===== src/design/wmap_pkg.sv =====
package wmap_pkg;

	// field and register widths
	localparam int POS_W  = 32;
	localparam int DIM_W  = 16;
	localparam int ROT_W  = 2;
	localparam int APB_DW = 32;
	localparam int APB_AW = 5;

	// per-item divider: signed 32 x unsigned 16 product magnitude fits 48 bits
	localparam int DIV_W              = 48;
	localparam int DIV_BITS_PER_STAGE = 4;
	localparam int DIV_STAGES         = DIV_W / DIV_BITS_PER_STAGE;

	// setup divider: unsigned 16 x 16 product
	localparam int SETUP_W   = 2 * DIM_W;
	localparam int SETUP_CNT = $clog2(SETUP_W);

	// accept edge to result strobe, in cycles
	localparam int PIPE_LAT = 2 * DIV_STAGES + 6;

	// register indexes (byte address / 4)
	typedef enum logic [2:0] {
		REG_FRAME_W  = 3'd0,
		REG_FRAME_H  = 3'd1,
		REG_ROT      = 3'd2,
		REG_WIN_W    = 3'd3,
		REG_WIN_H    = 3'd4,
		REG_DRAW_W   = 3'd5,
		REG_DRAW_H   = 3'd6
	} reg_idx_t;

	// setup sequencer states
	typedef enum logic [2:0] {
		ST_IDLE,
		ST_SWAP,
		ST_MUL,
		ST_DIV1,
		ST_DIV2,
		ST_FIN
	} setup_state_t;

	typedef struct packed {
		logic signed [POS_W-1:0] pos_x;
		logic signed [POS_W-1:0] pos_y;
	} item_t;

	typedef struct packed {
		logic signed [POS_W-1:0] frame_x;
		logic signed [POS_W-1:0] frame_y;
		logic                    divide_fault;
	} result_t;

	// static geometry handed from the config block to the datapath
	typedef struct packed {
		logic [DIM_W-1:0] dw;
		logic [DIM_W-1:0] dh;
		logic [DIM_W-1:0] ww;
		logic [DIM_W-1:0] wh;
		logic [DIM_W-1:0] cw;
		logic [DIM_W-1:0] ch;
		logic [DIM_W-1:0] rx;
		logic [DIM_W-1:0] ry;
		logic [DIM_W-1:0] rw;
		logic [DIM_W-1:0] rh;
		logic [ROT_W-1:0] rot;
		logic             fault;
	} geom_t;

endpackage


===== src/design/wmap_cfg.sv =====
module wmap_cfg import wmap_pkg::*; (
	input  logic              clk,
	input  logic              arst_n,
	input  logic              psel,
	input  logic              penable,
	input  logic              pwrite,
	input  logic [APB_AW-1:0] paddr,
	input  logic [APB_DW-1:0] pwdata,
	output logic [APB_DW-1:0] prdata,
	output logic              busy,
	output geom_t             geom
);

	logic [DIM_W-1:0] frame_w_q, frame_h_q, win_w_q, win_h_q, draw_w_q, draw_h_q;
	logic [ROT_W-1:0] rot_q;
	logic             wr;
	reg_idx_t         idx;

	setup_state_t       state_q, state_nx;
	logic [DIM_W-1:0]   cw_q, ch_q, rx_q, ry_q, rw_q, rh_q;
	logic               fault_q;
	logic [SETUP_W-1:0] num1_q, num2_q, q1_q, q2_q, dq_q, dq_nx;
	logic [DIM_W-1:0]   rem_q, rem_nx, div_d;
	logic [SETUP_CNT-1:0] cnt_q;
	logic               div_last;
	logic [DIM_W:0]     trial;
	logic [DIM_W-1:0]   rx_nx, ry_nx, rw_nx, rh_nx;
	logic               fault_nx, match, wide;

	assign wr  = psel & penable & pwrite;
	assign idx = reg_idx_t'(paddr[APB_AW-1:2]);

	// register file
	always_ff @(posedge clk or negedge arst_n) begin
		if (!arst_n) begin
			frame_w_q <= '0;
			frame_h_q <= '0;
			rot_q     <= '0;
			win_w_q   <= '0;
			win_h_q   <= '0;
			draw_w_q  <= '0;
			draw_h_q  <= '0;
		end else if (wr) begin
			unique case (idx)
				REG_FRAME_W: frame_w_q <= pwdata[DIM_W-1:0];
				REG_FRAME_H: frame_h_q <= pwdata[DIM_W-1:0];
				REG_ROT:     rot_q     <= pwdata[ROT_W-1:0];
				REG_WIN_W:   win_w_q   <= pwdata[DIM_W-1:0];
				REG_WIN_H:   win_h_q   <= pwdata[DIM_W-1:0];
				REG_DRAW_W:  draw_w_q  <= pwdata[DIM_W-1:0];
				REG_DRAW_H:  draw_h_q  <= pwdata[DIM_W-1:0];
				default: ;
			endcase
		end
	end

	// read mux
	always_comb begin
		unique case (idx)
			REG_FRAME_W: prdata = APB_DW'(frame_w_q);
			REG_FRAME_H: prdata = APB_DW'(frame_h_q);
			REG_ROT:     prdata = APB_DW'(rot_q);
			REG_WIN_W:   prdata = APB_DW'(win_w_q);
			REG_WIN_H:   prdata = APB_DW'(win_h_q);
			REG_DRAW_W:  prdata = APB_DW'(draw_w_q);
			REG_DRAW_H:  prdata = APB_DW'(draw_h_q);
			default:     prdata = '0;
		endcase
	end

	// setup sequencer: next state
	always_comb begin
		state_nx = state_q;
		if (wr) begin
			state_nx = ST_SWAP;
		end else begin
			unique case (state_q)
				ST_IDLE: state_nx = ST_IDLE;
				ST_SWAP: state_nx = ST_MUL;
				ST_MUL:  state_nx = ST_DIV1;
				ST_DIV1: if (div_last) state_nx = ST_DIV2;
				ST_DIV2: if (div_last) state_nx = ST_FIN;
				ST_FIN:  state_nx = ST_IDLE;
				default: state_nx = ST_IDLE;
			endcase
		end
	end

	// setup sequencer: outputs
	always_comb begin
		busy     = (state_q != ST_IDLE);
		div_last = (cnt_q == '1);
		div_d    = (state_q == ST_DIV2) ? ch_q : cw_q;
	end

	always_ff @(posedge clk or negedge arst_n) begin
		if (!arst_n) begin
			state_q <= ST_SWAP;
		end else begin
			state_q <= state_nx;
		end
	end

	// one quotient bit per cycle
	always_comb begin
		trial  = {rem_q, dq_q[SETUP_W-1]};
		dq_nx  = {dq_q[SETUP_W-2:0], 1'b0};
		rem_nx = trial[DIM_W-1:0];
		if (trial >= {1'b0, div_d}) begin
			rem_nx   = DIM_W'(trial - {1'b0, div_d});
			dq_nx[0] = 1'b1;
		end
	end

	// letterbox rectangle from the two quotients
	always_comb begin
		match = ({{DIM_W{1'b0}}, draw_h_q} == q1_q) || ({{DIM_W{1'b0}}, draw_w_q} == q2_q);
		wide  = num2_q > num1_q;
		rx_nx = '0;
		ry_nx = '0;
		rw_nx = draw_w_q;
		rh_nx = draw_h_q;
		if (!match) begin
			if (wide) begin
				rh_nx = q1_q[DIM_W-1:0];
				ry_nx = DIM_W'(draw_h_q - rh_nx) >> 1;
			end else begin
				rw_nx = q2_q[DIM_W-1:0];
				rx_nx = DIM_W'(draw_w_q - rw_nx) >> 1;
			end
		end
		fault_nx = (win_w_q == '0) || (win_h_q == '0) || (cw_q == '0) || (ch_q == '0)
			|| (rw_nx == '0) || (rh_nx == '0);
	end

	always_ff @(posedge clk) begin
		unique case (state_q)
			ST_SWAP: begin
				cw_q <= rot_q[0] ? frame_h_q : frame_w_q;
				ch_q <= rot_q[0] ? frame_w_q : frame_h_q;
			end
			ST_MUL: begin
				num1_q <= draw_w_q * ch_q;
				num2_q <= draw_h_q * cw_q;
				dq_q   <= draw_w_q * ch_q;
				rem_q  <= '0;
				cnt_q  <= '0;
			end
			ST_DIV1: begin
				cnt_q <= cnt_q + 1'b1;
				if (div_last) begin
					q1_q  <= dq_nx;
					dq_q  <= num2_q;
					rem_q <= '0;
				end else begin
					dq_q  <= dq_nx;
					rem_q <= rem_nx;
				end
			end
			ST_DIV2: begin
				cnt_q <= cnt_q + 1'b1;
				dq_q  <= dq_nx;
				rem_q <= rem_nx;
				if (div_last) q2_q <= dq_nx;
			end
			ST_FIN: begin
				rx_q    <= rx_nx;
				ry_q    <= ry_nx;
				rw_q    <= rw_nx;
				rh_q    <= rh_nx;
				fault_q <= fault_nx;
			end
			default: ;
		endcase
	end

	assign geom = '{
		dw: draw_w_q, dh: draw_h_q, ww: win_w_q, wh: win_h_q,
		cw: cw_q, ch: ch_q, rx: rx_q, ry: ry_q, rw: rw_q, rh: rh_q,
		rot: rot_q, fault: fault_q
	};

endmodule


===== config.mk =====
export PLATFORM = sky130hd
export DESIGN_NAME = wmap_cfg
export DESIGN_NICKNAME = d
export VERILOG_FILES = /design/src/design/wmap_pkg.sv /design/src/design/wmap_cfg.sv
export SDC_FILE = /design/constraint.sdc
export NUM_CORES = 2
export LEC_CHECK = 0
export BUFFER_PORTS_ARGS = -buffer_cell sky130_fd_sc_hd__buf_2
export CAP_MARGIN = 20
export CORE_UTILIZATION = 55
export DETAILED_ROUTE_END_ITERATION = 8
export PLACE_DENSITY = 0.83
export SLEW_MARGIN = 25
export SYNTH_ARGS = -nofsm -noshare
export SYNTH_HDL_FRONTEND = slang
export SYNTH_SLANG_ARGS = --single-unit

===== constraint.sdc =====
create_clock -name clk -period 10.4 [get_ports clk]
set_input_delay 2.6 -clock clk [delete_from_list [all_inputs] [get_ports clk]]
set_output_delay 2.6 -clock clk [all_outputs]
set_load 0.01 [all_outputs]

==> impl_metrics.yaml <==
clocking:
  cts.sinks: 377
  cts-root-buf: "clkbuf_16"
  clk_path_buf_depth: 3
  holdBufCountCts: 0
  postCtsSetupBuffers: 0
  cts_resized: 0
  clk_pin_slew_ns: 0.06
  cts_tree: "done"
  cts_max_level: 2
  numCtsBuffers: 38
  clock_latency_ns: 0.55
timing:
  rsz0062_at_grt: "false"
  relSlewSlack_pct: 28.9
  hold_violations: 0
  fmax_mhz: 131
  setup_viol_count_final: 0
  fin_setup_tns_ns: 0
  fin_hold_ws_ns: 0.470
  maxSlewViolCount: 0
  fin_skew_ns: 0.0245
  worst_pin_slew_ns: 1.07
  fin_crit_sh_pct: 73.6
  fin_crit_ns: 7.65
  setup_slack_ns: 2.75
final_layout:
  drive_gt1_share_pct: 14.5
  area_delta_synth_final_pct: 8.96
  nets: 4249
  final_util_pct: 60.8
  final_common_cell: "inv_1"
  mostFrequentLayoutCells: "inv_1, fa_1, nand2_1, ha_1, edfxtp_1"
  n_antenna_cell: 0
critical_path:
  slowest_delay_ns: 0.83
  cp_top_family: "buffers and inverters"
  crit_buf_inv: 3
  crit_chain: "buf_2, clkinv_1, nor2_1, a22oi_1, o22ai_1, buf_2"
  end_kind: "output port"
  crit_type: "in -> out"
  cp.arrival_ns: 5.05
  worstPathRequired_ns: 7.80
  critPathMaxFanout: 25
  startpoint_type: "input port"
  path_common_cell: "buf_2"
  crit_slowest_cell: "nor2_1"
global_routing:
  busiest_layer: "met2"
  use_met1_pct: 39.9
  grt_pass1_vias: 27620
  antenna_found_initial: 5
  overflow: 0
  grt_usage_pct: 31.1
  grtUsageMet3_pct: 7.42
  grt_max_degree: 73
  grt_first_pass_wirelength_um: 157000
  met2_usage_pct: 49.7
logic_synthesis:
  async_reset_ff_share_pct: 26.8
  synth_mux_area_share_pct: 5.83
  synth_top_family_by_area: "adder cells"
  synth_compound_area_share_pct: 8.06
  synth_warnings: 0
  yosys.area_share.simple_pct: 13.3
  syn_avg_cell_area_um2: 10.4
  synthCells: 3383
  synth_cell_types: 87
  synth_ff_type: "edfxtp_1"
  synth-edff-count: 276
  ys_seq_area_share_pct: 30.7
  syn_area_um2: 35300
  synth-seq-cells: 377
  synthAdderAreaFrac_pct: 32.4
  synth_xor_area_share_pct: 1.86
routing:
  drcViolationCount: 0
  dr.pass1.iters: 8
  avgViaCountPerCell: 6.06
  num_vias: 26669
  drt_iter0_markers: 2820
  routedWlPerCell_um: 22.7
  drt.antenna.violating_nets: 0
  wl_um: 99800
placed_design:
  place.gp.congestion: 0.996
  dp_hpwl_um: 73100
  portBuffers: 201
  pre_cts_ws_ns: 2.89
floorplanning:
  core_area_um2: 63200
  dieHeight_um: 255
  die_x_um: 255
  dieArea_um2: 65200
  rows: 92
  design.portCount: 238
  start_util_pct: 55.8
job:
  cap_violations: 0
outcome:
  status: "complete, no violations"
worst_hold_path:
  holdCritPathClass: "reg -> reg"
==> state kept, by name (all words and copies together), names as in the netlist, 5 cells and up <==
register,cells
draw_w_q,16
q2_q,32
dq_q,32
draw_h_q,16
rh_q,16
num1_q,32
ry_q,15
cw_q,16
q1_q,32
cnt_q,5
rx_q,15
frame_w_q,16
win_h_q,16
ch_q,16
rem_q,16
frame_h_q,16
rw_q,16
win_w_q,16
num2_q,32
==> layout make-up <==
cell class	count	area (µm²)
fillers	4963	24700
multi-input cells	2301	21800
flip-flops and latches	377	10800
inverters	542	2030
repair buffers	268	1520
clock buffers	48	1090
well taps	846	1060
clock inverters	18	133
==> cell families (layout without fill, tap and decap cells) <==
group	count (synthesis)	after routing
other	1	18
AOI/OAI and AO/OA	417	417
adders and majority gates	679	679
xor gates and xnor gates	75	75
DFF	377	377
muxes	181	181
buffers and inverters	722	876
and+or+nand+nor	931	931
==> path summary, 6_finish.rpt <==
check / endpoint / slack [ns] / cells past startpoint / startpoint
min in group asynchronous: draw_h_q[7] / 1.99 / 1 / arst_n
setup reg to reg: dq_q[29] / 3.30 / 20 / ch_q[5]
max in group asynchronous: rot_q[1] / 7.09 / 2 / arst_n
hold / removal: q2_q[3] / 0.47 / 0 / dq_q[2]
setup / recovery: prdata[6] / 2.75 / 6 / paddr[2]
hold reg to reg: q2_q[3] / 0.47 / 0 / dq_q[2]
==> metrics by stage <==
stage,cells,cell area [µm²]
after floorplan,3400,35400
after global placement,4333,37200
after detailed placement,4333,37200
after CTS,4399,38400
after global routing,4400,38500
final,4400,38500
==> routing by layer <==
layer / part of all wire [%] / vias up
met4: 5.0 / 6
met2: 46 / 1588
li1: - / 11484
met5: 0.028 / -
met3: 12 / 339
met1: 37 / 13252
==> synthesized netlist by cell type (all sizes together), types with 25 or more instances <==
cell type | number | area [µm²]
and2 | 245 | 1530
a21o | 36 | 270
nor3 | 50 | 250
fa | 391 | 7830
dfrtp | 100 | 2500
mux2i | 29 | 290
nand4 | 25 | 156
ha | 288 | 3600
nand3 | 41 | 210
nand2 | 366 | 1370
clkbuf | 146 | 548
xnor2 | 51 | 447
nor4 | 45 | 307
nor2 | 75 | 282
buf | 34 | 211
a22oi | 25 | 188
inv | 541 | 2030
o21ai | 85 | 433
edfxtp | 276 | 8290
mux2 | 147 | 1660
a21oi | 113 | 573
Power is left out: the tool's default activity adds up to more than one toggle a clock period on the data nets, which glitch-free logic cannot reach.
